### src/rtl/assert_macros.svh
// Assertion helpers used by msb_ctrl.
`ifndef ASSERT_MACROS_SVH
`define ASSERT_MACROS_SVH
`ifndef SYNTHESIS
`define ASSERT_IMP(lbl, clk, rst_n, ante, cons) \
  lbl: assert property (@(posedge clk) disable iff (!rst_n) (ante) |-> (cons)) \
    else $error("assertion failed");
`define ASSERT_NXT(lbl, clk, rst_n, ante, cons) \
  lbl: assert property (@(posedge clk) disable iff (!rst_n) (ante) |=> (cons)) \
    else $error("assertion failed");
`else
`define ASSERT_IMP(lbl, clk, rst_n, ante, cons)
`define ASSERT_NXT(lbl, clk, rst_n, ante, cons)
`endif
`endif

### src/rtl/msb_pkg.sv
`timescale 1ns / 1ps
// ----------------------------------------------------------------------------
// msb_pkg
// Shared widths and defaults of the batch merge sorter.
// ----------------------------------------------------------------------------
package msb_pkg;
  localparam int DATA_W        = 32;
  localparam int MAX_ITEMS_DEF = 64;
endpackage

### src/rtl/msb_mem.sv
`timescale 1ns / 1ps
// ----------------------------------------------------------------------------
// msb_mem
// Element memory: one write port, two read ports, registered read data.
// ----------------------------------------------------------------------------
module msb_mem #(
  parameter int DEPTH = msb_pkg::MAX_ITEMS_DEF,
  parameter int AW    = $clog2(DEPTH)
) (
  input  logic                             clk,
  input  logic                             we,
  input  logic [AW-1:0]                    waddr,
  input  logic signed [msb_pkg::DATA_W-1:0] wdata,
  input  logic [AW-1:0]                    raddr_a,
  input  logic [AW-1:0]                    raddr_b,
  output logic signed [msb_pkg::DATA_W-1:0] rd_data_a_r,
  output logic signed [msb_pkg::DATA_W-1:0] rd_data_b_r
);
  import msb_pkg::*;

  logic signed [DATA_W-1:0] mem [DEPTH];

  always_ff @(posedge clk) begin
    if (we) begin
      mem[waddr] <= wdata;
    end
    rd_data_a_r <= mem[raddr_a];
    rd_data_b_r <= mem[raddr_b];
  end
endmodule

### config.mk
export PLATFORM = sky130hd
export DESIGN_NAME = msb_mem
export DESIGN_NICKNAME = d
export VERILOG_FILES = /design/src/rtl/assert_macros.svh /design/src/rtl/msb_pkg.sv /design/src/rtl/msb_mem.sv
export SDC_FILE = /design/constraint.sdc
export NUM_CORES = 2
export LEC_CHECK = 0
export BUFFER_PORTS_ARGS = -buffer_cell sky130_fd_sc_hd__buf_2
export CAP_MARGIN = 15
export CORE_MARGIN = 4
export CORE_UTILIZATION = 40
export CTS_CLUSTER_DIAMETER = 30
export DETAILED_ROUTE_END_ITERATION = 10
export GPL_TIMING_DRIVEN = 0
export PLACE_DENSITY_LB_ADDON = 0.3
export SYNTH_ARGS = -nofsm -noshare
export SYNTH_HDL_FRONTEND = slang
export SYNTH_SLANG_ARGS = --single-unit
### constraint.sdc
create_clock -name clk -period 4.2 [get_ports clk]
set_input_delay 0.84 -clock clk [delete_from_list [all_inputs] [get_ports clk]]
set_output_delay 0.84 -clock clk [all_outputs]
set_load 0.005 [all_outputs]
==> impl.org <==
** Synthesis
- Synthesis produced 4412 cells.
- Async SR Flop Fraction :: 0%
- Ranked by instance count, the synthesized netlist is headed by sky130_fd_sc_hd__edfxtp_1, sky130_fd_sc_hd__mux4_2, sky130_fd_sc_hd__mux2i_1.
- sky130_fd_sc_hd__edfxtp_1 takes more of the synthesized area than any other cell.
- Top cell type's share of synthesized area :: 64.3%
- Yosys mapped a number of flops with a built-in enable equal to 2048.
- Number of distinct library cells after synthesis :: 38
- The synthesized netlist occupies a cell area of 0.0957 sq mm.
- Counting every net in the synthesized netlist gives 4464.
- The share of the Yosys chip area taken by registers is 65.6%.
- Top cells by area in the synthesized netlist :: sky130_fd_sc_hd__edfxtp_1, sky130_fd_sc_hd__mux4_2, sky130_fd_sc_hd__mux2i_1
- In this run, synthesis produced a sequential element count of 2112.
- Post-Synthesis Mean Instance Area :: 21.7 sq um
- YS warnings :: 0
- Library cell with the highest instance count after synthesis :: sky130_fd_sc_hd__edfxtp_1
- Main flop type after synthesis :: sky130_fd_sc_hd__edfxtp_1

** STA
- Setup WS post-layout :: -352 ps
- Headroom to the max-slew limit came out at -0.599%.
- Number of failing hold endpoints at the final stage :: 0
- Counting I/O delays and the setup requirement, the final critical path takes 4550 ps.
- The tightest hold path in the finished design has a slack of 241 ps.
- The final count of pins violating max slew was 2.
- Measured slew at the worst slew-check pin :: roughly 1500 ps
- Maximum frequency from static timing analysis :: roughly 220 MHz
- Final setup viols :: 10
- Unrepaired setup endpoints after global routing :: false
- Final period util :: 108%
- Worst clock skew :: 85.7 ps

** Setup path
- The most numerous cell type found on the critical path is sky130_fd_sc_hd__buf_2.
- Slowest stage cell on the critical path :: sky130_fd_sc_hd__mux2i_1
- STA classifies the critical path endpoint as a flop.
- In this run the critical register-to-register path is captured at rd_data_b_r[24]$_DFF_P_.
- For the worst setup path, the data arrival time is 5420 ps.
- Of all nets on the critical path, the largest fanout is 10.
- Crit-path max cell delay :: 1060 ps
- The startpoint identified for the worst register-to-register timing path is mem[19][24]$_DFFE_PP_.
- Nature of the critical path startpoint :: input port
- Traced cell by cell, the critical path runs through buf_2 > buf_2 > buf_4 > buf_2 > buf_2 > mux2i_1 > mux2i_1 > nor2_1 > o22ai_1.
- For the worst flop-to-flop path, the logic depth is 4.
- Data on the critical path is required at its endpoint by 5070 ps.
- For flop-to-flop paths, the worst setup slack is around 1100 ps.
- Crit Path Class :: in -> reg

** CTS
- After clock tree synthesis, the clock-pin slew on the worst setup and hold paths is 50 ps.
- Clock latency reported for the late side of the worst-skew pair :: approximately 1100 ps
- # hold bufs at CTS :: 0
- Root buf cell :: sky130_fd_sc_hd__clkbuf_16
- The clock passes through at most 4 buffers.
- TritonCTS built the clock tree.
- The clock drives 2112 sinks.
- The clock tree synthesis step divided the H-tree into 5 levels.
- Number of buffers created by CTS :: between 400 and 500

** Drt
- Pre-Repair DR Iteration Count :: 8
- For this run, design rule violations remaining after detail routing come to 0.
- Routed via count divided by cell count :: 7.11
- Detailed-route wire length per cell :: 47.9 um
- The count of nets left with antenna violations once routing finished came out at 0.
- Number of DRC violations after detailed-routing iteration 0 :: 12400
- Final Routed Wirelength :: 419000 um
- The final route contains 62200 vias.

** Outcome
- The flow ran to the end, but the final reports show violations.
- Violations in the final reports :: capacitance limit, slew limit, setup timing

** Global routing
- The total overflow left after global routing is 0.
- Aggregate global-route resource usage :: 33.3%
- Global-route wire length before repair :: around 550000 um
- Number of global-route vias before repair :: 59800
- Number of antenna violations at the first check in global routing :: 48
- Pin count of the biggest net entering global routing :: 65

** Place
- Port Buffer Count :: 103
- The congestion estimate from routability-driven global placement came to between 1 and 1.5.
- Final HPWL from detailed placement :: 283000 um

** Die
- The die is 497 um wide.
- # IOs :: 116
- In this run the standard cell core region covers approximately 0.24 sq mm.
- In this run the core area contains 179 standard-cell rows.
- The floorplan step defined a die boundary enclosing 0.247 sq mm.
- From bottom edge to top edge, the die measures 497 um.
- Initial Util :: 40.2%

** Final layout
- The final layout contains about 5200 nets.
- Ratio of cells with drive above 1 in the final layout :: ~45%
- Cells fill 50.4% of the core in the end.
- Counting the fill cells in the layout gives 18800.
- Area growth syn-to-layout :: 25.3%

** Run
- Max-capacitance violation count :: 1

** Power and ir drop
- In this run the power density over the cells is 539 mW/mm^2.
- Total power consumption of the routed design :: about 65 mW
- The worst-case IR drop observed on VDD is between 0.0004 and 0.0005 V.
- Leakage power figure :: approximately 39 nW

** Hold path
- For hold timing, the worst endpoint is mem[29][24]$_DFFE_PP_.
- Hold Path Class :: in -> reg
- Along the worst hold path, the cell count comes to 1.
- The worst hold path begins at wdata[24].
-- layout make-up --
class | count | area [sq um] | area share, %
sequential | 2112 | 62800 | 52.4
buffer | 347 | 1790 | 1.49
antenna | 34 | 85.1 | 0.0710
inverter | 1 | 3.75 | 0.00313
clock buffer | 528 | 12200 | 10.1
timing repair buffer | 284 | 4140 | 3.45
multi-input combinational | 1952 | 31700 | 26.4
tap | 3167 | 3960 | 3.31
clock inverter | 322 | 3310 | 2.76
-- flip-flops by register name, indices dropped and copies added, names as in the netlist --
signal and flops:
rd_data_b_r 32, rd_data_a_r 32, mem 2048
-- power breakdown --
group | leakage [nW] | switching (mW) | internal [mW]
registers | 19.0 | 0.0809 | 23.4
logic | 12.7 | 3.41 | 1.69
clock network | 7.44 | 12.1 | 23.9
total | 39.1 | 15.6 | 49.0
-- layer usage --
| layer | up-vias | global-route usage [%] | wire length (um) |
|---|---|---|---|
| met4 | 20 | 24.0 | 37300 |
| li1 | 21300 | - | - |
| met1 | 32400 | 39.6 | 132000 |
| met5 | - | 2.26 | 296 |
| met3 | 1625 | 17.2 | 74700 |
| met2 | 6859 | 46.1 | 174000 |
-- per-stage QoR --
stage               setup WS (ps)   TNS, ps  instances  instance area [sq um]
finish                       -352     -1310       8747                 120000
global route                 77.9         0       8719                 120000
CTS                           132         0       8688                 119000
detailed placement           -913    -26750       7838                 104000
global placement            -3490  -3926660       7682                 100000
floorplan                     169         0       4412                  95700
-- worst max-delay path by stage --
stage | start | endpoint | slack [ps]
after global routing | raddr_a[2] | rd_data_a_r[25]$_DFF_P_ | 80
final | raddr_a[2] | rd_data_a_r[26]$_DFF_P_ | -350
after CTS | raddr_a[2] | rd_data_a_r[25]$_DFF_P_ | 130
after detailed placement | raddr_a[2] | rd_data_a_r[25]$_DFF_P_ | -910
after floorplan | waddr[3] | mem[48][0]$_DFFE_PP_ | 170
after global placement | waddr[3] | mem[48][22]$_DFFE_PP_ | -3490
-- critical path: cells and delay by family --
kind / cells / cell delay [ps]
AO/OA/AOI/OAI: 1 / 310
buffers and inverters: 5 / 2760
AND/OR/NAND/NOR: 1 / 120
multiplexers: 2 / 1310
-- cells by family after synthesis --
| group | after synthesis | share of synthesized area [%] |
|---|---|---|
| flip-flops | 2112 | 65.6 |
| AO/OA/AOI/OAI | 340 | 2.39 |
| AND/OR/NAND/NOR | 248 | 1.13 |
| multiplexers | 1364 | 29.0 |
| buffers and inverters | 348 | 1.83 |
-- cell usage in the layout (no fill, tap or decap), types with 13 or more instances in the layout --
| cell type | netlist | routed |
|---|---|---|
| sky130_fd_sc_hd__o22ai_1 | 56 | 53 |
| sky130_fd_sc_hd__o21ai_0 | 18 | 18 |
| sky130_fd_sc_hd__buf_12 | 0 | 86 |
| sky130_fd_sc_hd__buf_8 | 0 | 23 |
| sky130_fd_sc_hd__nor2_1 | 94 | 31 |
| sky130_fd_sc_hd__nand2_1 | 93 | 93 |
| sky130_fd_sc_hd__bufinv_16 | 0 | 53 |
| sky130_fd_sc_hd__a21oi_1 | 58 | 58 |
| sky130_fd_sc_hd__a22oi_1 | 85 | 85 |
| sky130_fd_sc_hd__clkbuf_16 | 0 | 478 |
| sky130_fd_sc_hd__nor2_4 | 0 | 62 |
| sky130_fd_sc_hd__o211ai_1 | 27 | 27 |
| sky130_fd_sc_hd__a211oi_1 | 15 | 13 |
| sky130_fd_sc_hd__o221ai_1 | 16 | 16 |
| sky130_fd_sc_hd__clkinv_2 | 0 | 79 |
| sky130_fd_sc_hd__buf_6 | 11 | 26 |
| sky130_fd_sc_hd__buf_1 | 25 | 17 |
| sky130_fd_sc_hd__buf_2 | 121 | 232 |
| sky130_fd_sc_hd__mux2_2 | 36 | 36 |
| sky130_fd_sc_hd__o21ai_1 | 31 | 31 |
| sky130_fd_sc_hd__edfxtp_1 | 2048 | 2048 |
| sky130_fd_sc_hd__clkbuf_1 | 135 | 154 |
| sky130_fd_sc_hd__clkbuf_2 | 0 | 29 |
| sky130_fd_sc_hd__clkinv_4 | 0 | 36 |
| sky130_fd_sc_hd__nor2b_1 | 19 | 19 |
| sky130_fd_sc_hd__clkinvlp_4 | 0 | 59 |
| sky130_fd_sc_hd__buf_16 | 0 | 46 |
| sky130_fd_sc_hd__clkinv_1 | 0 | 63 |
| sky130_fd_sc_hd__dfxtp_1 | 64 | 64 |
| sky130_fd_sc_hd__buf_4 | 55 | 62 |
| sky130_fd_sc_hd__mux4_2 | 1124 | 1124 |
| sky130_fd_sc_hd__mux2i_1 | 204 | 204 |
| sky130_fd_sc_hd__inv_6 | 0 | 25 |
| sky130_fd_sc_hd__diode_2 | 0 | 34 |
-- repair_timing --
item	in CTS	in global routing
buffers inserted	0	0
resized for setup	0	3
endpoints found under the hold margin	0	0
endpoints found under the setup margin	0	1
Power figures use the tool's default switching activity.
