--- config.mk ---
export PLATFORM = sky130hd
export DESIGN_NAME = msb_ctrl_flat
export DESIGN_NICKNAME = d
export VERILOG_FILES = /design/src/rtl/msb_pkg.sv /design/src/rtl/msb_if.sv /design/src/rtl/msb_ctrl.sv /design/src/flat_wrapper.sv
export VERILOG_INCLUDE_DIRS = /design/src /design/src/rtl
export SDC_FILE = /design/constraint.sdc
export NUM_CORES = 1
export LEC_CHECK = 0
export BUFFER_PORTS_ARGS = -buffer_cell sky130_fd_sc_hd__clkbuf_2
export CAP_MARGIN = 0
export CORE_MARGIN = 1
export CORE_UTILIZATION = 35
export DETAILED_ROUTE_END_ITERATION = 10
export HOLD_SLACK_MARGIN = 0.05
export SLEW_MARGIN = 20
export SYNTH_ARGS = -nofsm -noshare
export SYNTH_HDL_FRONTEND = slang
export SYNTH_SLANG_ARGS = --single-unit
--- constraint.sdc ---
create_clock -name clk -period 3.9 [get_ports clk]
set_input_delay 0.585 -clock clk [delete_from_list [all_inputs] [get_ports clk]]
set_output_delay 0.585 -clock clk [all_outputs]
set_load 0.005 [all_outputs]
--- src/rtl/assert_macros.svh ---
// Assertion helpers used by msb_ctrl.
`ifndef ASSERT_MACROS_SVH
`define ASSERT_MACROS_SVH
`ifndef SYNTHESIS
`define ASSERT_IMP(lbl, clk, rst_n, ante, cons) \
  lbl: assert property (@(posedge clk) disable iff (!rst_n) (ante) |-> (cons)) \
    else $error("assertion failed");
`define ASSERT_NXT(lbl, clk, rst_n, ante, cons) \
  lbl: assert property (@(posedge clk) disable iff (!rst_n) (ante) |=> (cons)) \
    else $error("assertion failed");
`else
`define ASSERT_IMP(lbl, clk, rst_n, ante, cons)
`define ASSERT_NXT(lbl, clk, rst_n, ante, cons)
`endif
`endif

--- src/rtl/msb_pkg.sv ---
`timescale 1ns / 1ps
// ----------------------------------------------------------------------------
// msb_pkg
// Shared widths and defaults of the batch merge sorter.
// ----------------------------------------------------------------------------
package msb_pkg;
  localparam int DATA_W        = 32;
  localparam int MAX_ITEMS_DEF = 64;
endpackage

--- src/rtl/msb_if.sv ---
`timescale 1ns / 1ps
// ----------------------------------------------------------------------------
// msb_if
// Valid/ready channels: input elements and sorted results.
// ----------------------------------------------------------------------------
interface msb_in_if;
  import msb_pkg::*;
  logic                     valid;
  logic                     ready;
  logic signed [DATA_W-1:0] value;
  logic                     batch_end;
  modport source (output valid, output value, output batch_end, input ready);
  modport sink   (input valid, input value, input batch_end, output ready);
endinterface

interface msb_out_if;
  import msb_pkg::*;
  logic                     valid;
  logic                     ready;
  logic signed [DATA_W-1:0] sorted_value;
  logic                     run_end;
  logic                     overflow;
  modport source (output valid, output sorted_value, output run_end, output overflow,
                  input ready);
  modport sink   (input valid, input sorted_value, input run_end, input overflow,
                  output ready);
endinterface

--- src/rtl/msb_ctrl.sv ---
`timescale 1ns / 1ps
// ----------------------------------------------------------------------------
// msb_ctrl
// Sequencer: loads the batch, runs bottom-up merge passes between the two
// memories, then streams the sorted batch out.
// ----------------------------------------------------------------------------
`include "assert_macros.svh"

module msb_ctrl #(
  parameter int MAX_ITEMS = msb_pkg::MAX_ITEMS_DEF,
  parameter int AW        = $clog2(MAX_ITEMS)
) (
  input  logic                              clk,
  input  logic                              rst_n,
  msb_in_if.sink                            in_ch,
  msb_out_if.source                         out_ch,
  output logic                              we0,
  output logic                              we1,
  output logic [AW-1:0]                     waddr,
  output logic signed [msb_pkg::DATA_W-1:0] wdata,
  output logic [AW-1:0]                     raddr_a,
  output logic [AW-1:0]                     raddr_b,
  input  logic signed [msb_pkg::DATA_W-1:0] rd0_a,
  input  logic signed [msb_pkg::DATA_W-1:0] rd0_b,
  input  logic signed [msb_pkg::DATA_W-1:0] rd1_a,
  input  logic signed [msb_pkg::DATA_W-1:0] rd1_b
);
  import msb_pkg::*;

  localparam int CW = $clog2(MAX_ITEMS + 1);
  localparam int XW = CW + 2;
  localparam logic [CW-1:0] NMAX = CW'(MAX_ITEMS);

  localparam logic [2:0] ST_LOAD    = 3'd0;
  localparam logic [2:0] ST_SETUP   = 3'd1;
  localparam logic [2:0] ST_RD      = 3'd2;
  localparam logic [2:0] ST_CMP     = 3'd3;
  localparam logic [2:0] ST_OUT_RD  = 3'd4;
  localparam logic [2:0] ST_OUT_CAP = 3'd5;
  localparam logic [2:0] ST_OUT     = 3'd6;

  logic [2:0]               state_r, state_nxt;
  logic [CW-1:0]            n_r, n_nxt;
  logic                     ovf_r, ovf_nxt;
  logic                     out_valid_r, out_valid_nxt;
  logic                     run_end_r, run_end_nxt;
  logic signed [DATA_W-1:0] out_data_r, out_data_nxt;
  logic                     src_r, src_nxt;
  logic [XW-1:0]            w_r, w_nxt;
  logic [XW-1:0]            lo_r, lo_nxt;
  logic [XW-1:0]            mid_r, mid_nxt;
  logic [XW-1:0]            hi_r, hi_nxt;
  logic [XW-1:0]            i_r, i_nxt;
  logic [XW-1:0]            j_r, j_nxt;
  logic [XW-1:0]            k_r, k_nxt;

  logic [XW-1:0]            n_x;
  logic [CW-1:0]            n_cnt;
  logic [XW-1:0]            sum_mid;
  logic [XW-1:0]            sum_hi;
  logic [XW-1:0]            w2;
  logic signed [DATA_W-1:0] head_a;
  logic signed [DATA_W-1:0] head_b;
  logic                     take_left;

  assign n_x     = {{(XW-CW){1'b0}}, n_r};
  assign sum_mid = lo_r + w_r;
  assign sum_hi  = lo_r + (w_r << 1);
  assign w2      = w_r << 1;
  assign head_a  = src_r ? rd1_a : rd0_a;
  assign head_b  = src_r ? rd1_b : rd0_b;
  assign take_left = (i_r < mid_r) && ((j_r >= hi_r) || (head_a <= head_b));

  assign in_ch.ready         = (state_r == ST_LOAD);
  assign out_ch.valid        = out_valid_r;
  assign out_ch.sorted_value = out_data_r;
  assign out_ch.run_end      = run_end_r;
  assign out_ch.overflow     = ovf_r;

  always_comb begin
    state_nxt     = state_r;
    n_nxt         = n_r;
    ovf_nxt       = ovf_r;
    out_valid_nxt = out_valid_r;
    run_end_nxt   = run_end_r;
    out_data_nxt  = out_data_r;
    src_nxt       = src_r;
    w_nxt         = w_r;
    lo_nxt        = lo_r;
    mid_nxt       = mid_r;
    hi_nxt        = hi_r;
    i_nxt         = i_r;
    j_nxt         = j_r;
    k_nxt         = k_r;
    n_cnt         = n_r;
    we0           = 1'b0;
    we1           = 1'b0;
    waddr         = k_r[AW-1:0];
    wdata         = head_a;
    raddr_a       = i_r[AW-1:0];
    raddr_b       = j_r[AW-1:0];
    case (state_r)
      ST_LOAD: begin
        if (in_ch.valid) begin
          if (n_r < NMAX) begin
            we0   = 1'b1;
            waddr = n_r[AW-1:0];
            wdata = in_ch.value;
            n_cnt = n_r + 1'b1;
          end else begin
            ovf_nxt = 1'b1;
          end
          n_nxt = n_cnt;
          if (in_ch.batch_end) begin
            w_nxt   = XW'(1);
            lo_nxt  = '0;
            k_nxt   = '0;
            src_nxt = 1'b0;
            state_nxt = (n_cnt <= CW'(1)) ? ST_OUT_RD : ST_SETUP;
          end
        end
      end
      ST_SETUP: begin
        mid_nxt   = (sum_mid < n_x) ? sum_mid : n_x;
        hi_nxt    = (sum_hi < n_x) ? sum_hi : n_x;
        i_nxt     = lo_r;
        j_nxt     = mid_nxt;
        k_nxt     = lo_r;
        state_nxt = ST_RD;
      end
      ST_RD: begin
        state_nxt = ST_CMP;
      end
      ST_CMP: begin
        wdata = take_left ? head_a : head_b;
        we0   = src_r;
        we1   = !src_r;
        if (take_left) begin
          i_nxt = i_r + 1'b1;
        end else begin
          j_nxt = j_r + 1'b1;
        end
        k_nxt = k_r + 1'b1;
        if (k_nxt == hi_r) begin
          if (hi_r == n_x) begin
            w_nxt   = w2;
            src_nxt = !src_r;
            lo_nxt  = '0;
            if (w2 >= n_x) begin
              k_nxt     = '0;
              state_nxt = ST_OUT_RD;
            end else begin
              state_nxt = ST_SETUP;
            end
          end else begin
            lo_nxt    = hi_r;
            state_nxt = ST_SETUP;
          end
        end else begin
          state_nxt = ST_RD;
        end
      end
      ST_OUT_RD: begin
        raddr_a   = k_r[AW-1:0];
        state_nxt = ST_OUT_CAP;
      end
      ST_OUT_CAP: begin
        out_data_nxt  = head_a;
        out_valid_nxt = 1'b1;
        run_end_nxt   = ((k_r + 1'b1) == n_x);
        state_nxt     = ST_OUT;
      end
      ST_OUT: begin
        if (out_ch.ready) begin
          out_valid_nxt = 1'b0;
          if (run_end_r) begin
            n_nxt     = '0;
            ovf_nxt   = 1'b0;
            state_nxt = ST_LOAD;
          end else begin
            k_nxt     = k_r + 1'b1;
            state_nxt = ST_OUT_RD;
          end
        end
      end
      default: begin
        state_nxt = ST_LOAD;
      end
    endcase
  end

  always_ff @(posedge clk) begin
    if (!rst_n) begin
      state_r     <= ST_LOAD;
      n_r         <= '0;
      ovf_r       <= 1'b0;
      out_valid_r <= 1'b0;
    end else begin
      state_r     <= state_nxt;
      n_r         <= n_nxt;
      ovf_r       <= ovf_nxt;
      out_valid_r <= out_valid_nxt;
    end
  end

  always_ff @(posedge clk) begin
    run_end_r  <= run_end_nxt;
    out_data_r <= out_data_nxt;
    src_r      <= src_nxt;
    w_r        <= w_nxt;
    lo_r       <= lo_nxt;
    mid_r      <= mid_nxt;
    hi_r       <= hi_nxt;
    i_r        <= i_nxt;
    j_r        <= j_nxt;
    k_r        <= k_nxt;
  end

  `ASSERT_IMP(a_cnt_bound, clk, rst_n, 1'b1, n_r <= NMAX)
  `ASSERT_IMP(a_one_writer, clk, rst_n, 1'b1, !(we0 && we1))
  `ASSERT_IMP(a_merge_in_block, clk, rst_n, state_r == ST_CMP, k_r < hi_r)
  `ASSERT_NXT(a_batch_clear, clk, rst_n, out_valid_r && out_ch.ready && run_end_r,
              n_r == '0 && !ovf_r && state_r == ST_LOAD)
endmodule

--- src/flat_wrapper.sv ---
// flat-port wrapper written by rule: the top's interface ports become plain ports
module msb_ctrl_flat import msb_pkg::*;
#(
  parameter int MAX_ITEMS = msb_pkg::MAX_ITEMS_DEF,
  parameter int AW        = $clog2(MAX_ITEMS)
)
  (clk, rst_n, we0, we1, waddr, wdata, raddr_a, raddr_b, rd0_a, rd0_b, rd1_a, rd1_b, in_ch_valid, in_ch_value, in_ch_batch_end, in_ch_ready, out_ch_valid, out_ch_sorted_value, out_ch_run_end, out_ch_overflow, out_ch_ready);
  msb_in_if in_ch_i ();
  msb_out_if out_ch_i ();
  input  logic clk;
  input  logic rst_n;
  output logic we0;
  output logic we1;
  output logic [AW-1:0] waddr;
  output logic signed [msb_pkg::DATA_W-1:0] wdata;
  output logic [AW-1:0] raddr_a;
  output logic [AW-1:0] raddr_b;
  input  logic signed [msb_pkg::DATA_W-1:0] rd0_a;
  input  logic signed [msb_pkg::DATA_W-1:0] rd0_b;
  input  logic signed [msb_pkg::DATA_W-1:0] rd1_a;
  input  logic signed [msb_pkg::DATA_W-1:0] rd1_b;
  input wire logic [$bits(in_ch_i.valid)-1:0] in_ch_valid;
  input wire logic [$bits(in_ch_i.value)-1:0] in_ch_value;
  input wire logic [$bits(in_ch_i.batch_end)-1:0] in_ch_batch_end;
  output wire logic [$bits(in_ch_i.ready)-1:0] in_ch_ready;
  output wire logic [$bits(out_ch_i.valid)-1:0] out_ch_valid;
  output wire logic [$bits(out_ch_i.sorted_value)-1:0] out_ch_sorted_value;
  output wire logic [$bits(out_ch_i.run_end)-1:0] out_ch_run_end;
  output wire logic [$bits(out_ch_i.overflow)-1:0] out_ch_overflow;
  input wire logic [$bits(out_ch_i.ready)-1:0] out_ch_ready;
  assign in_ch_i.valid = in_ch_valid;
  assign in_ch_i.value = in_ch_value;
  assign in_ch_i.batch_end = in_ch_batch_end;
  assign in_ch_ready = in_ch_i.ready;
  assign out_ch_valid = out_ch_i.valid;
  assign out_ch_sorted_value = out_ch_i.sorted_value;
  assign out_ch_run_end = out_ch_i.run_end;
  assign out_ch_overflow = out_ch_i.overflow;
  assign out_ch_i.ready = out_ch_ready;
  msb_ctrl #(.MAX_ITEMS(MAX_ITEMS), .AW(AW)) u_core (.clk(clk), .rst_n(rst_n), .in_ch(in_ch_i), .out_ch(out_ch_i), .we0(we0), .we1(we1), .waddr(waddr), .wdata(wdata), .raddr_a(raddr_a), .raddr_b(raddr_b), .rd0_a(rd0_a), .rd0_b(rd0_b), .rd1_a(rd1_a), .rd1_b(rd1_b));
endmodule
==> metrics.txt, run 1 <==
# TYPE chip_impl_metric gauge
chip_impl_info{name="run_status",value="complete, but fails checks"} 1
chip_impl_info{name="violations",value="setup timing"} 1
chip_impl_metric{name="dpl.hpwl",unit="mm"} 26.0
chip_impl_metric{name="die_area",unit="sq um"} 26800
chip_impl_metric{name="worst_r2r_path_depth",unit=""} 16
chip_impl_info{name="hold_path_startpoint",value="u_core.out_ch.overflow$_SDFFE_PN0P_"} 1
chip_impl_metric{name="routed_vias",unit=""} 8636
chip_impl_info{name="synth.largest_area_cell",value="sky130_fd_sc_hd__edfxtp_1"} 1
chip_impl_metric{name="netSwitchingFraction",unit="%"} 44.2
chip_impl_metric{name="post_drt_via_cell_ratio",unit=""} 5.40
chip_impl_metric{name="share_of_synthesized_area_spent_on_multiplexers",unit="%"} 17.0
chip_impl_metric{name="total_power",unit="mW"} 10.2
chip_impl_metric{name="period_utilization_post_route",unit="%"} 120
chip_impl_metric{name="finalCoreUtilization",unit="%"} 48.0
chip_impl_metric{name="setup_slack",unit="ns"} -0.786
chip_impl_metric{name="area_growth_syn_to_layout",unit="%"} 33.1
chip_impl_metric{name="grt_start_max_net_pins",unit=""} 36
chip_impl_metric{name="wl_met2",unit="mm"} 16.6
chip_impl_metric{name="detail_route.drc_violations",unit=""} 0
chip_impl_metric{name="io_buffers",unit=""} 252
chip_impl_metric{name="chipWidth",unit="microns"} 164
chip_impl_metric{name="yosysUniqueCellTypes",unit=""} 62
chip_impl_metric{name="yosysWarnings",unit=""} 0
chip_impl_metric{name="final_nets",unit=""} 1515
chip_impl_metric{name="grt_overflow_total",unit=""} 0
chip_impl_info{name="top_layer_used",value="met4"} 1
chip_impl_metric{name="tritoncts.num_buffers",unit=""} 9
chip_impl_metric{name="worst_slew_pin_slew",unit="ns"} 0.885
chip_impl_metric{name="netlist.area_leader.share",unit="%"} 31.8
chip_impl_info{name="clockRootBuffer",value="sky130_fd_sc_hd__clkbuf_16"} 1
chip_impl_info{name="r2r-start",value="u_core.src_r$_SDFFCE_PN0P_"} 1
chip_impl_metric{name="yosys.area_share.xor_xnor",unit="%"} 5.73
chip_impl_metric{name="dpl_cell_area",unit="sq um"} 11400
chip_impl_metric{name="routed_wire_length_per_instance",unit="microns"} 20.6
chip_impl_metric{name="final_cell_area",unit="sq um"} 12200
chip_impl_metric{name="synth_async_reset_ratio",unit="%"} 0
chip_impl_info{name="synth_area_leaders",value="sky130_fd_sc_hd__edfxtp_1 (32%), sky130_fd_sc_hd__ha_1 (12%), sky130_fd_sc_hd__mux2_2 (10%)"} 1
chip_impl_metric{name="finClkSkew",unit="ns"} 0.0160
chip_impl_metric{name="core",unit="sq um"} 25400
chip_impl_info{name="worst_hold_path_type",value="flop to flop"} 1
chip_impl_metric{name="drv.max_cap_violation_count",unit=""} 0
chip_impl_metric{name="timing.final.setup_violations",unit=""} 41
chip_impl_metric{name="number_of_drc_violations_after_detailed_routing_iteration_0",unit=""} 680
chip_impl_metric{name="die_height",unit="microns"} 164
chip_impl_metric{name="grt_antenna_before_repair",unit=""} 1
chip_impl_metric{name="timing.critical_path.arrival",unit="ns"} 4.10
chip_impl_metric{name="htree_levels",unit=""} 3
chip_impl_metric{name="grt_pass1_vias",unit=""} 8379
chip_impl_metric{name="routedLengthMet1",unit="mm"} 13.2
chip_impl_metric{name="critical_path.max_fanout",unit=""} 7
chip_impl_metric{name="num_rows",unit=""} 58
chip_impl_info{name="critical_path.startpoint_type",value="flop"} 1
chip_impl_metric{name="place_congestion",unit=""} 0.900
chip_impl_metric{name="pwr_density_cell",unit="nW/um^2"} 833
chip_impl_metric{name="syn-cell-area",unit="sq um"} 9170
chip_impl_info{name="r2r-end",value="u_core.i_r[0]$_DFFE_PP_"} 1
chip_impl_info{name="leading_register_cell_type_out_of_synthesis",value="sky130_fd_sc_hd__edfxtp_1"} 1
chip_impl_metric{name="synth_fa_ha_area_share",unit="%"} 12.2
chip_impl_metric{name="synth.ff_latch_count",unit=""} 109
chip_impl_metric{name="floorplan.initialDensity",unit="%"} 36.1
chip_impl_metric{name="synth-edff-count",unit=""} 97
chip_impl_metric{name="internal_power",unit="mW"} 5.67
chip_impl_metric{name="slew_headroom",unit="%"} 41.0
chip_impl_metric{name="grt.total_usage",unit="%"} 24.2
chip_impl_info{name="hold_path_end",value="u_core.out_ch.overflow$_SDFFE_PN0P_"} 1
chip_impl_info{name="clock_tree_from_tritoncts",value="yes"} 1
chip_impl_info{name="setup_repair_after_global_routing_missed_its_margin",value="true"} 1
chip_impl_metric{name="clkSlewWorstSetupHoldPaths",unit="ns"} 0.08
chip_impl_metric{name="final_max_slew_viol_count",unit=""} 0
chip_impl_info{name="combinational_family_with_the_most_area_after_synthesis",value="multiplexers"} 1
chip_impl_metric{name="comb_power_share",unit="%"} 69.3
chip_impl_metric{name="synth_compound_gate_area_share",unit="%"} 13.7
chip_impl_metric{name="p_leak",unit="nW"} 5.46
chip_impl_metric{name="switch_pwr",unit="mW"} 4.49
chip_impl_info{name="layout_common_cells",value="sky130_fd_sc_hd__clkbuf_2 (240), sky130_fd_sc_hd__edfxtp_1 (97), sky130_fd_sc_hd__buf_4 (86)"} 1
chip_impl_metric{name="drive_above_1_share",unit="%"} 39.1
chip_impl_metric{name="final.min_clock_period",unit="ns"} 4.69
chip_impl_metric{name="cts.path.max_buffers",unit=""} 2
chip_impl_metric{name="met3RoutedLength",unit="mm"} 2.17
chip_impl_metric{name="p_clk_share",unit="%"} 8.8
chip_impl_metric{name="worst-r2r-setup-slack",unit="ns"} -0.05
chip_impl_info{name="timing.critical_path.to_type",value="output port"} 1
chip_impl_metric{name="synth_simple_gate_area_share",unit="%"} 11.9
chip_impl_metric{name="tritoncts_num_sinks",unit=""} 109
chip_impl_metric{name="fmax",unit="GHz"} 0.213
chip_impl_metric{name="synth.yosys.seq_area_share",unit="%"} 34.4
chip_impl_metric{name="drt-pass1-iter-count",unit=""} 5
chip_impl_metric{name="route.final.wire_length",unit="mm"} 33.0
chip_impl_metric{name="hold_slack",unit="ns"} 0.495
chip_impl_metric{name="critPathRequiredTime",unit="ns"} 3.31
chip_impl_metric{name="clk-insertion-delay-late",unit="ns"} 0.37
chip_impl_info{name="layout_commonest_cell",value="sky130_fd_sc_hd__clkbuf_2"} 1
chip_impl_metric{name="sequentialPowerShare",unit="%"} 21.9
chip_impl_metric{name="peak_vdd_ir",unit="uV"} 323
chip_impl_metric{name="holdPathStages",unit=""} 2
chip_impl_metric{name="drt.antenna.violating_nets",unit=""} 0
chip_impl_metric{name="syn_area_per_cell",unit="sq um"} 9.79
chip_impl_metric{name="hold_viol_final",unit=""} 0
chip_impl_metric{name="ioPinCount",unit=""} 253
chip_impl_metric{name="synthCells",unit=""} 936
chip_impl_metric{name="wire_length_of_the_first_global_routing_pass",unit="mm"} 48.6
chip_impl_info{name="worst-setup-path-type",value="flop to output port"} 1
## power by group through the flow
stage / clock network, mW / registers [mW] / logic [mW]
global route: 0.944 / 2.25 / 7.72
CTS: 0.918 / 2.21 / 6.70
global placement: 0 / 2.23 / 6.28
floorplan: 0 / 2.03 / 4.17
detailed placement: 0 / 2.23 / 6.38
finish: 0.898 / 2.23 / 7.04
## flip-flops by register name, indices dropped and copies added (netlist names)
register	count
u_core.w_r	9
u_core.n_r	7
u_core.out_ch.overflow	1
u_core.out_ch.sorted_value	32
u_core.j_r	9
u_core.k_r	9
u_core.mid_r	9
u_core.state_r	3
u_core.out_ch.run_end	1
u_core.hi_r	9
u_core.lo_r	9
u_core.src_r	1
u_core.i_r	9
u_core.out_ch.valid	1
## worst max path at each step
stage | depth (start not counted) | to | startpoint
after floorplan | 11 | wdata[0] | u_core.src_r$_SDFFCE_PN0P_
after global placement | 13 | wdata[3] | u_core.src_r$_SDFFCE_PN0P_
after detailed placement | 14 | wdata[14] | u_core.src_r$_SDFFCE_PN0P_
after CTS | 18 | wdata[14] | u_core.src_r$_SDFFCE_PN0P_
after global routing | 16 | wdata[29] | u_core.src_r$_SDFFCE_PN0P_
final | 15 | wdata[3] | u_core.src_r$_SDFFCE_PN0P_
## per-stage QoR
| step | cells | worst slack, ns | setup TNS, ns |
|---|---|---|---|
| after CTS | 1589 | -0.781 | -22.77 |
| after detailed placement | 1561 | -0.395 | -10.87 |
| after global placement | 1561 | -0.397 | -10.82 |
| after floorplan | 939 | 0.0541 | 0 |
| final | 1600 | -0.786 | -23.98 |
| after global routing | 1598 | -0.902 | -28.80 |
## worst max-delay path, cell delays in order (launching register included)
cell	delay [ns]
sky130_fd_sc_hd__edfxtp_1	0.43
sky130_fd_sc_hd__buf_6	0.16
sky130_fd_sc_hd__buf_16	0.14
sky130_fd_sc_hd__buf_8	0.13
sky130_fd_sc_hd__mux2_4	0.33
sky130_fd_sc_hd__ha_4	0.27
sky130_fd_sc_hd__nand4_1	0.16
sky130_fd_sc_hd__nor4_2	0.35
sky130_fd_sc_hd__or3b_1	0.37
sky130_fd_sc_hd__a31o_1	0.25
sky130_fd_sc_hd__a311oi_4	0.26
sky130_fd_sc_hd__buf_6	0.16
sky130_fd_sc_hd__buf_12	0.14
sky130_fd_sc_hd__mux2i_1	0.07
sky130_fd_sc_hd__o21ai_1	0.29
sky130_fd_sc_hd__clkbuf_2	0.19
## area by class of cell
cell class	count	area (sq um)
Clock inverter	6	38.8
Timing Repair Buffer	363	2340
Fill cell	2414	13200
Antenna cell	3	7.51
Sequential cell	109	3150
Tap cell	330	413
Multi-Input combinational cell	720	5800
Inverter	59	221
Clock buffer	10	229
## cells by family after synthesis
group,Yosys count
adders and majority gates,88
other,1
DFF,109
and+or+nand+nor,220
buffers and inverters,110
xor gates and xnor gates,60
muxes,145
AOI/OAI and AO/OA,203
## Yosys cell counts (26+ instances only)
cell,number
sky130_fd_sc_hd__edfxtp_1,97
sky130_fd_sc_hd__ha_1,86
sky130_fd_sc_hd__mux2_2,84
sky130_fd_sc_hd__a21oi_1,72
sky130_fd_sc_hd__nor2_1,69
sky130_fd_sc_hd__mux2i_1,58
sky130_fd_sc_hd__inv_1,57
sky130_fd_sc_hd__xnor2_1,44
sky130_fd_sc_hd__nand2_1,39
sky130_fd_sc_hd__clkbuf_1,31
sky130_fd_sc_hd__o21ai_0,28
sky130_fd_sc_hd__o21ai_1,28
sky130_fd_sc_hd__nand3_1,26
## layer usage
| metal | up-vias | global-route usage (%) |
|---|---|---|
| li1 | 4098 | - |
| met1 | 4139 | 28.9 |
| met5 | - | 0 |
| met3 | 56 | 3.79 |
| met4 | 0 | 9.05 |
| met2 | 343 | 43.3 |
## repair_timing
action | CTS | global route
pin swaps | 3 | 5
gates resized for setup | 35 | 32
setup buffers | 10 | 7
hold buffers | 0 | 0
cloned | 2 | 2
endpoints found under the setup margin | 32 | 55
(Power assumes the default switching activity.)
==> run 2: changes to the inputs <==
--- a/config.mk
+++ b/config.mk
@@ -6,11 +6,11 @@
 export SDC_FILE = /design/constraint.sdc
 export NUM_CORES = 1
 export LEC_CHECK = 0
-export BUFFER_PORTS_ARGS = -buffer_cell sky130_fd_sc_hd__clkbuf_2
 export CAP_MARGIN = 0
 export CORE_MARGIN = 1
 export CORE_UTILIZATION = 35
 export DETAILED_ROUTE_END_ITERATION = 10
+export DONT_BUFFER_PORTS = 1
 export HOLD_SLACK_MARGIN = 0.05
 export SLEW_MARGIN = 20
 export SYNTH_ARGS = -nofsm -noshare
==> metrics.txt, run 2 (synthesis results as in run 1) <==
# TYPE chip_impl_metric gauge
chip_impl_metric{name="post_drt_via_cell_ratio",unit=""} 5.71
chip_impl_metric{name="final_nets",unit=""} 1272
chip_impl_metric{name="cts.path.max_buffers",unit=""} 2
chip_impl_metric{name="num_rows",unit=""} 58
chip_impl_metric{name="holdPathStages",unit=""} 2
chip_impl_info{name="worst-setup-path-type",value="flop to output port"} 1
chip_impl_metric{name="cts_hold_repair_buffers",unit=""} 0
chip_impl_metric{name="critical_path.max_fanout",unit=""} 16
chip_impl_info{name="clock_tree_from_tritoncts",value="yes"} 1
chip_impl_metric{name="area_growth_syn_to_layout",unit="%"} 19.9
chip_impl_metric{name="timing.critical_path.arrival",unit="ns"} 4.07
chip_impl_info{name="timing.critical_path.to_type",value="output port"} 1
chip_impl_metric{name="worst-r2r-setup-slack",unit="ns"} 0.05
chip_impl_info{name="r2r-end",value="u_core.i_r[7]$_DFFE_PP_"} 1
chip_impl_metric{name="drt.antenna.violating_nets",unit=""} 0
chip_impl_metric{name="largest_register_ffs",unit=""} 32
chip_impl_metric{name="worst_r2r_path_depth",unit=""} 14
chip_impl_metric{name="setup_slack",unit="ns"} -0.758
chip_impl_metric{name="floorplan.initialDensity",unit="%"} 36.1
chip_impl_metric{name="pwr_density_cell",unit="nW/um^2"} 908
chip_impl_info{name="clockRootBuffer",value="sky130_fd_sc_hd__clkbuf_16"} 1
chip_impl_metric{name="hold_viol_final",unit=""} 0
chip_impl_metric{name="grt_start_max_net_pins",unit=""} 35
chip_impl_metric{name="place_congestion",unit=""} 0.899
chip_impl_info{name="worst_hold_path_type",value="input pin to flop"} 1
chip_impl_info{name="violations",value="setup timing"} 1
chip_impl_info{name="critPathMostFrequentCell",value="sky130_fd_sc_hd__buf_6"} 1
chip_impl_metric{name="p_leak",unit="nW"} 4.45
chip_impl_metric{name="wire_length_of_the_first_global_routing_pass",unit="mm"} 47.1
chip_impl_info{name="hold_path_end",value="u_core.n_r[6]$_SDFFE_PN0P_"} 1
chip_impl_metric{name="fmax",unit="GHz"} 0.215
chip_impl_info{name="critical_path.startpoint_type",value="flop"} 1
chip_impl_metric{name="grt_overflow_total",unit=""} 0
chip_impl_metric{name="totalNegativeSetupSlack",unit="ns"} -21.63
chip_impl_metric{name="slew_headroom",unit="%"} 43.8
chip_impl_metric{name="drive_above_1_share",unit="%"} 24.3
chip_impl_metric{name="hold_slack",unit="ns"} 0.336
chip_impl_metric{name="grt.total_usage",unit="%"} 23.7
chip_impl_info{name="r2r-start",value="u_core.src_r$_SDFFCE_PN0P_"} 1
chip_impl_metric{name="number_of_drc_violations_after_detailed_routing_iteration_0",unit=""} 696
chip_impl_metric{name="worst_slew_pin_slew",unit="ns"} 0.842
chip_impl_info{name="run_status",value="complete, but fails checks"} 1
chip_impl_metric{name="io_buffers",unit=""} 0
chip_impl_metric{name="peak_vdd_ir",unit="uV"} 493
chip_impl_info{name="layout_commonest_cell",value="sky130_fd_sc_hd__buf_4"} 1
chip_impl_metric{name="post-place-ws",unit="ns"} -0.402
chip_impl_info{name="setup_repair_after_global_routing_missed_its_margin",value="true"} 1
chip_impl_metric{name="route.final.wire_length",unit="mm"} 32.5
chip_impl_info{name="layout_common_cells",value="sky130_fd_sc_hd__buf_4 (100), sky130_fd_sc_hd__edfxtp_1 (97), sky130_fd_sc_hd__ha_1 (77)"} 1
chip_impl_metric{name="routed_vias",unit=""} 7742
chip_impl_info{name="path_delay_family",value="compound AO/OA/AOI/OAI gates"} 1
chip_impl_metric{name="final.min_clock_period",unit="ns"} 4.66
chip_impl_metric{name="final_cell_area",unit="sq um"} 11000
chip_impl_info{name="hold_path_startpoint",value="rst_n"} 1
chip_impl_metric{name="core",unit="sq um"} 25400
chip_impl_metric{name="grt_pass1_vias",unit=""} 7499
chip_impl_metric{name="drv.max_cap_violation_count",unit=""} 0
chip_impl_info{name="crit_path_start",value="u_core.src_r$_SDFFCE_PN0P_"} 1
chip_impl_metric{name="chipWidth",unit="microns"} 164
chip_impl_metric{name="drt-pass1-iter-count",unit=""} 7
chip_impl_metric{name="clkSlewWorstSetupHoldPaths",unit="ns"} 0.08
chip_impl_metric{name="dpl.hpwl",unit="mm"} 24.8
chip_impl_metric{name="period_utilization_post_route",unit="%"} 119
chip_impl_metric{name="clk-insertion-delay-late",unit="ns"} 0.38
chip_impl_metric{name="final_max_slew_viol_count",unit=""} 0
chip_impl_metric{name="ioPinCount",unit=""} 253
chip_impl_metric{name="finClkSkew",unit="ns"} 0.0186
chip_impl_metric{name="critPathRequiredTime",unit="ns"} 3.31
chip_impl_metric{name="worst_path_largest_cell_delay",unit="ns"} 0.41
chip_impl_metric{name="die_area",unit="sq um"} 26800
chip_impl_metric{name="grt_antenna_before_repair",unit=""} 3
chip_impl_metric{name="tritoncts_num_sinks",unit=""} 109
chip_impl_metric{name="htree_levels",unit=""} 3
chip_impl_metric{name="total_power",unit="mW"} 9.98
chip_impl_metric{name="dpl_cell_area",unit="sq um"} 10200
chip_impl_metric{name="detail_route.drc_violations",unit=""} 0
chip_impl_metric{name="routed_wire_length_per_instance",unit="microns"} 24.0
chip_impl_metric{name="critical_path.n_buffers_inverters",unit=""} 5
chip_impl_metric{name="tritoncts.num_buffers",unit=""} 9
chip_impl_info{name="critical_path.cell_chain",value="buf_6 -> buf_16 -> mux2_2 -> ha_1 -> nand4_1 -> or3_4 -> a21o_1 -> a21bo_1 -> a31o_1 -> a311oi_4 -> buf_6 -> buf_12 -> mux2i_1 -> o21ai_1 -> buf_4"} 1
chip_impl_metric{name="timing.final.setup_violations",unit=""} 32
chip_impl_info{name="slowest_stage",value="sky130_fd_sc_hd__edfxtp_1"} 1
chip_impl_metric{name="die_height",unit="microns"} 164
-- run 2: worst max-delay path by stage --
stage / endpoint / slack [ns] / cells past startpoint
CTS: wdata[1] / -0.71 / 14
global route: wdata[23] / -0.88 / 15
floorplan: wdata[0] / 0.05 / 11
global placement: wdata[1] / -0.33 / 12
finish: wdata[9] / -0.76 / 15
detailed placement: wdata[0] / -0.40 / 12
-- run 2: repair_timing --
action                     4_1_cts  5_1_grt
setup endpoints to repair       49       55
gates cloned                     3        0
resized for setup               26       17
buffers inserted                11        8
pin swaps                        9       12
-- run 2: cell type report --
| cell class | instances | area [sq um] |
|---|---|---|
| multi-input cells | 720 | 5780 |
| clock inverters | 4 | 72.6 |
| fillers | 2439 | 14400 |
| inverters | 59 | 221 |
| diodes | 3 | 7.51 |
| flip-flops and latches | 109 | 3150 |
| well taps | 330 | 413 |
| clock buffers | 12 | 246 |
| repair buffers | 120 | 1100 |
-- run 2: where the power goes --
group,internal (mW),switching (mW)
sequential,1.79,0.440
clock,0.582,0.463
combinational,3.16,3.55
total,5.53,4.45
-- run 2: layer usage --
metal  vias to the layer above  global-route usage, %  routed length (microns)
met1                      3726                   28.0                    12600
met4                         0                   10.4                     1340
li1                       3604                      -                        -
met5                         -                      0                        0
met2                       351                   40.6                    16000
met3                        61                   6.06                     2620
-- run 2: through the flow --
stage	utilization, %	cells
2_1_floorplan	-	939
3_3_place_gp	40.0	1315
3_5_place_dp	40.0	1315
4_1_cts	42.5	1345
5_1_grt	43.3	1357
6_report	43.3	1357
==> run 3: changes to the inputs <==
==> constraint.sdc (replaced) <==
create_clock -name clk -period 4.58 [get_ports clk]
set_input_delay 0.687 -clock clk [delete_from_list [all_inputs] [get_ports clk]]
set_output_delay 0.687 -clock clk [all_outputs]
set_load 0.005 [all_outputs]
==> metrics.txt, run 3 (synthesis results as in run 1) <==
# TYPE chip_impl_metric gauge
chip_impl_info{name="run_status",value="complete, but fails checks"} 1
chip_impl_info{name="violations",value="setup timing"} 1
chip_impl_metric{name="timing.final.setup_violations",unit=""} 32
chip_impl_info{name="worst_hold_path_type",value="input pin to flop"} 1
chip_impl_metric{name="area_growth_syn_to_layout",unit="%"} 20.4
chip_impl_metric{name="worst_slew_pin_slew",unit="ns"} 1.10
chip_impl_metric{name="totalNegativeSetupSlack",unit="ns"} -6.52
chip_impl_info{name="layout_commonest_cell",value="sky130_fd_sc_hd__edfxtp_1"} 1
chip_impl_metric{name="drt-pass1-iter-count",unit=""} 5
chip_impl_metric{name="clk-insertion-delay-late",unit="ns"} 0.38
chip_impl_metric{name="io_buffers",unit=""} 0
chip_impl_metric{name="core",unit="sq um"} 25400
chip_impl_metric{name="cts_hold_repair_buffers",unit=""} 0
chip_impl_metric{name="fmax",unit="GHz"} 0.207
chip_impl_metric{name="post_drt_via_cell_ratio",unit=""} 5.88
chip_impl_metric{name="die_height",unit="microns"} 164
chip_impl_metric{name="peak_vdd_ir",unit="uV"} 399
chip_impl_metric{name="grt_start_max_net_pins",unit=""} 35
chip_impl_info{name="crit_path_start",value="u_core.src_r$_SDFFCE_PN0P_"} 1
chip_impl_metric{name="worst_path_largest_cell_delay",unit="ns"} 0.44
chip_impl_metric{name="tritoncts.num_buffers",unit=""} 9
chip_impl_info{name="layout_common_cells",value="sky130_fd_sc_hd__edfxtp_1 (97), sky130_fd_sc_hd__a21oi_1 (72), sky130_fd_sc_hd__ha_1 (71)"} 1
chip_impl_info{name="setup_repair_after_global_routing_missed_its_margin",value="true"} 1
chip_impl_metric{name="worst-r2r-setup-slack",unit="ns"} 0.33
chip_impl_metric{name="final_max_slew_viol_count",unit=""} 0
chip_impl_metric{name="grt.total_usage",unit="%"} 23.5
chip_impl_metric{name="hold_viol_final",unit=""} 0
chip_impl_metric{name="floorplan.initialDensity",unit="%"} 36.1
chip_impl_metric{name="worst_r2r_path_depth",unit=""} 17
chip_impl_metric{name="pwr_density_cell",unit="nW/um^2"} 786
chip_impl_metric{name="post-place-ws",unit="ns"} 0.0287
chip_impl_metric{name="drt.antenna.violating_nets",unit=""} 0
chip_impl_metric{name="ioPinCount",unit=""} 253
chip_impl_metric{name="routed_wire_length_per_instance",unit="microns"} 25.1
chip_impl_metric{name="period_utilization_post_route",unit="%"} 106
chip_impl_info{name="clockRootBuffer",value="sky130_fd_sc_hd__clkbuf_16"} 1
chip_impl_metric{name="grt_pass1_vias",unit=""} 7286
chip_impl_metric{name="finalCoreUtilization",unit="%"} 43.4
chip_impl_info{name="r2r-start",value="u_core.src_r$_SDFFCE_PN0P_"} 1
chip_impl_metric{name="place.detailed.instances",unit=""} 1243
chip_impl_info{name="hold_path_startpoint",value="rst_n"} 1
chip_impl_metric{name="htree_levels",unit=""} 3
chip_impl_info{name="worst-setup-path-type",value="flop to output port"} 1
chip_impl_metric{name="chipWidth",unit="microns"} 164
chip_impl_metric{name="final_cell_count_no_fill",unit=""} 1307
chip_impl_metric{name="holdPathStages",unit=""} 2
chip_impl_metric{name="clkSlewWorstSetupHoldPaths",unit="ns"} 0.08
chip_impl_metric{name="cts.path.max_buffers",unit=""} 2
chip_impl_info{name="critical_path.cell_chain",value="buf_6 -> buf_6 -> buf_8 -> buf_16 -> buf_8 -> mux2i_4 -> ha_4 -> nand4_1 -> or3_1 -> a21o_1 -> a21bo_1 -> a31o_1 -> a311oi_4 -> buf_12 -> buf_12 -> mux2i_4 -> o21ai_2"} 1
chip_impl_metric{name="final_nets",unit=""} 1218
chip_impl_metric{name="number_of_drc_violations_after_detailed_routing_iteration_0",unit=""} 809
chip_impl_metric{name="drv.max_cap_violation_count",unit=""} 0
chip_impl_metric{name="dpl.hpwl",unit="mm"} 23.9
chip_impl_info{name="critical_path.startpoint_type",value="flop"} 1
chip_impl_metric{name="grt_antenna_before_repair",unit=""} 7
chip_impl_info{name="timing.critical_path.to_type",value="output port"} 1
chip_impl_metric{name="slew_headroom",unit="%"} 26.5
chip_impl_metric{name="die_area",unit="sq um"} 26800
chip_impl_info{name="slowest_stage",value="sky130_fd_sc_hd__or3_1"} 1
chip_impl_metric{name="routed_vias",unit=""} 7691
chip_impl_metric{name="place_congestion",unit=""} 0.980
chip_impl_metric{name="detail_route.drc_violations",unit=""} 0
chip_impl_metric{name="largest_register_ffs",unit=""} 32
chip_impl_metric{name="setup_slack",unit="ns"} -0.254
chip_impl_metric{name="num_rows",unit=""} 58
chip_impl_metric{name="route.final.wire_length",unit="mm"} 32.7
chip_impl_metric{name="critical_path.max_fanout",unit=""} 8
chip_impl_metric{name="finClkSkew",unit="ns"} 0.0200
chip_impl_metric{name="wire_length_of_the_first_global_routing_pass",unit="mm"} 46.4
chip_impl_metric{name="drive_above_1_share",unit="%"} 24.5
chip_impl_metric{name="timing.critical_path.arrival",unit="ns"} 4.15
chip_impl_metric{name="p_leak",unit="nW"} 4.32
chip_impl_info{name="clock_tree_from_tritoncts",value="yes"} 1
chip_impl_metric{name="final.min_clock_period",unit="ns"} 4.83
chip_impl_metric{name="tritoncts_num_sinks",unit=""} 109
chip_impl_metric{name="critPathRequiredTime",unit="ns"} 3.89
chip_impl_metric{name="grt_overflow_total",unit=""} 0
-- run 3: layout make-up --
cell class                 instances  area, sq um
antenna                            7         17.5
timing repair buffer              66          771
clock buffer                       9          225
multi-input combinational        720         6130
clock inverter                     7          106
tap                              330          413
fill                            2399        14400
sequential                       109         3150
inverter                          59          221
-- run 3: final timing paths --
kind	to
worst max-delay path	wdata[16]
worst min-delay path	u_core.n_r[6]$_SDFFE_PN0P_
worst max register to register	u_core.i_r[4]$_DFFE_PP_
worst min register to register	u_core.out_ch.overflow$_SDFFE_PN0P_
-- run 3: worst max-delay path: cells and delay by family, from the launching register on --
family / cells / cell delay, ns
adder cells (fa/ha/maj): 1 / 0.27
AO/OA/AOI/OAI: 5 / 1.08
AND/OR/NAND/NOR: 2 / 0.54
multiplexers: 2 / 0.44
buffers and inverters: 7 / 1.01
flip-flops: 1 / 0.42
-- run 3: what timing repair did --
| item | 4_1_cts | 5_1_grt |
|---|---|---|
| gates resized for setup | 84 | 37 |
| cloned | 5 | 1 |
| pin swaps | 9 | 8 |
| endpoints found under the setup margin | 32 | 32 |
| buffers inserted | 25 | 10 |
-- run 3: per-stage QoR --
| stage | instance area, sq um | hold WS, ns | total power, mW |
|---|---|---|---|
| global route | 11000 | 0.459 | 9.21 |
| detailed placement | 9600 | 0.518 | 6.61 |
| floorplan | 9180 | 0.479 | 5.27 |
| CTS | 10700 | 0.434 | 8.27 |
| global placement | 9600 | 0.507 | 6.52 |
| finish | 11000 | 0.448 | 8.68 |
-- run 3: where the power goes --
group          internal, mW  total (mW)  switching, mW
sequential             1.52        1.94          0.416
clock                 0.489       0.910          0.421
combinational          2.73        5.82           3.09
-- run 3: per-layer routing --
metal	vias to the layer above	track usage (%)	wire length, microns
met3	55	4.87	2590
met4	0	10.7	1200
met5	-	0	0
li1	3525	-	-
met1	3739	27.7	12700
met2	372	40.8	16300
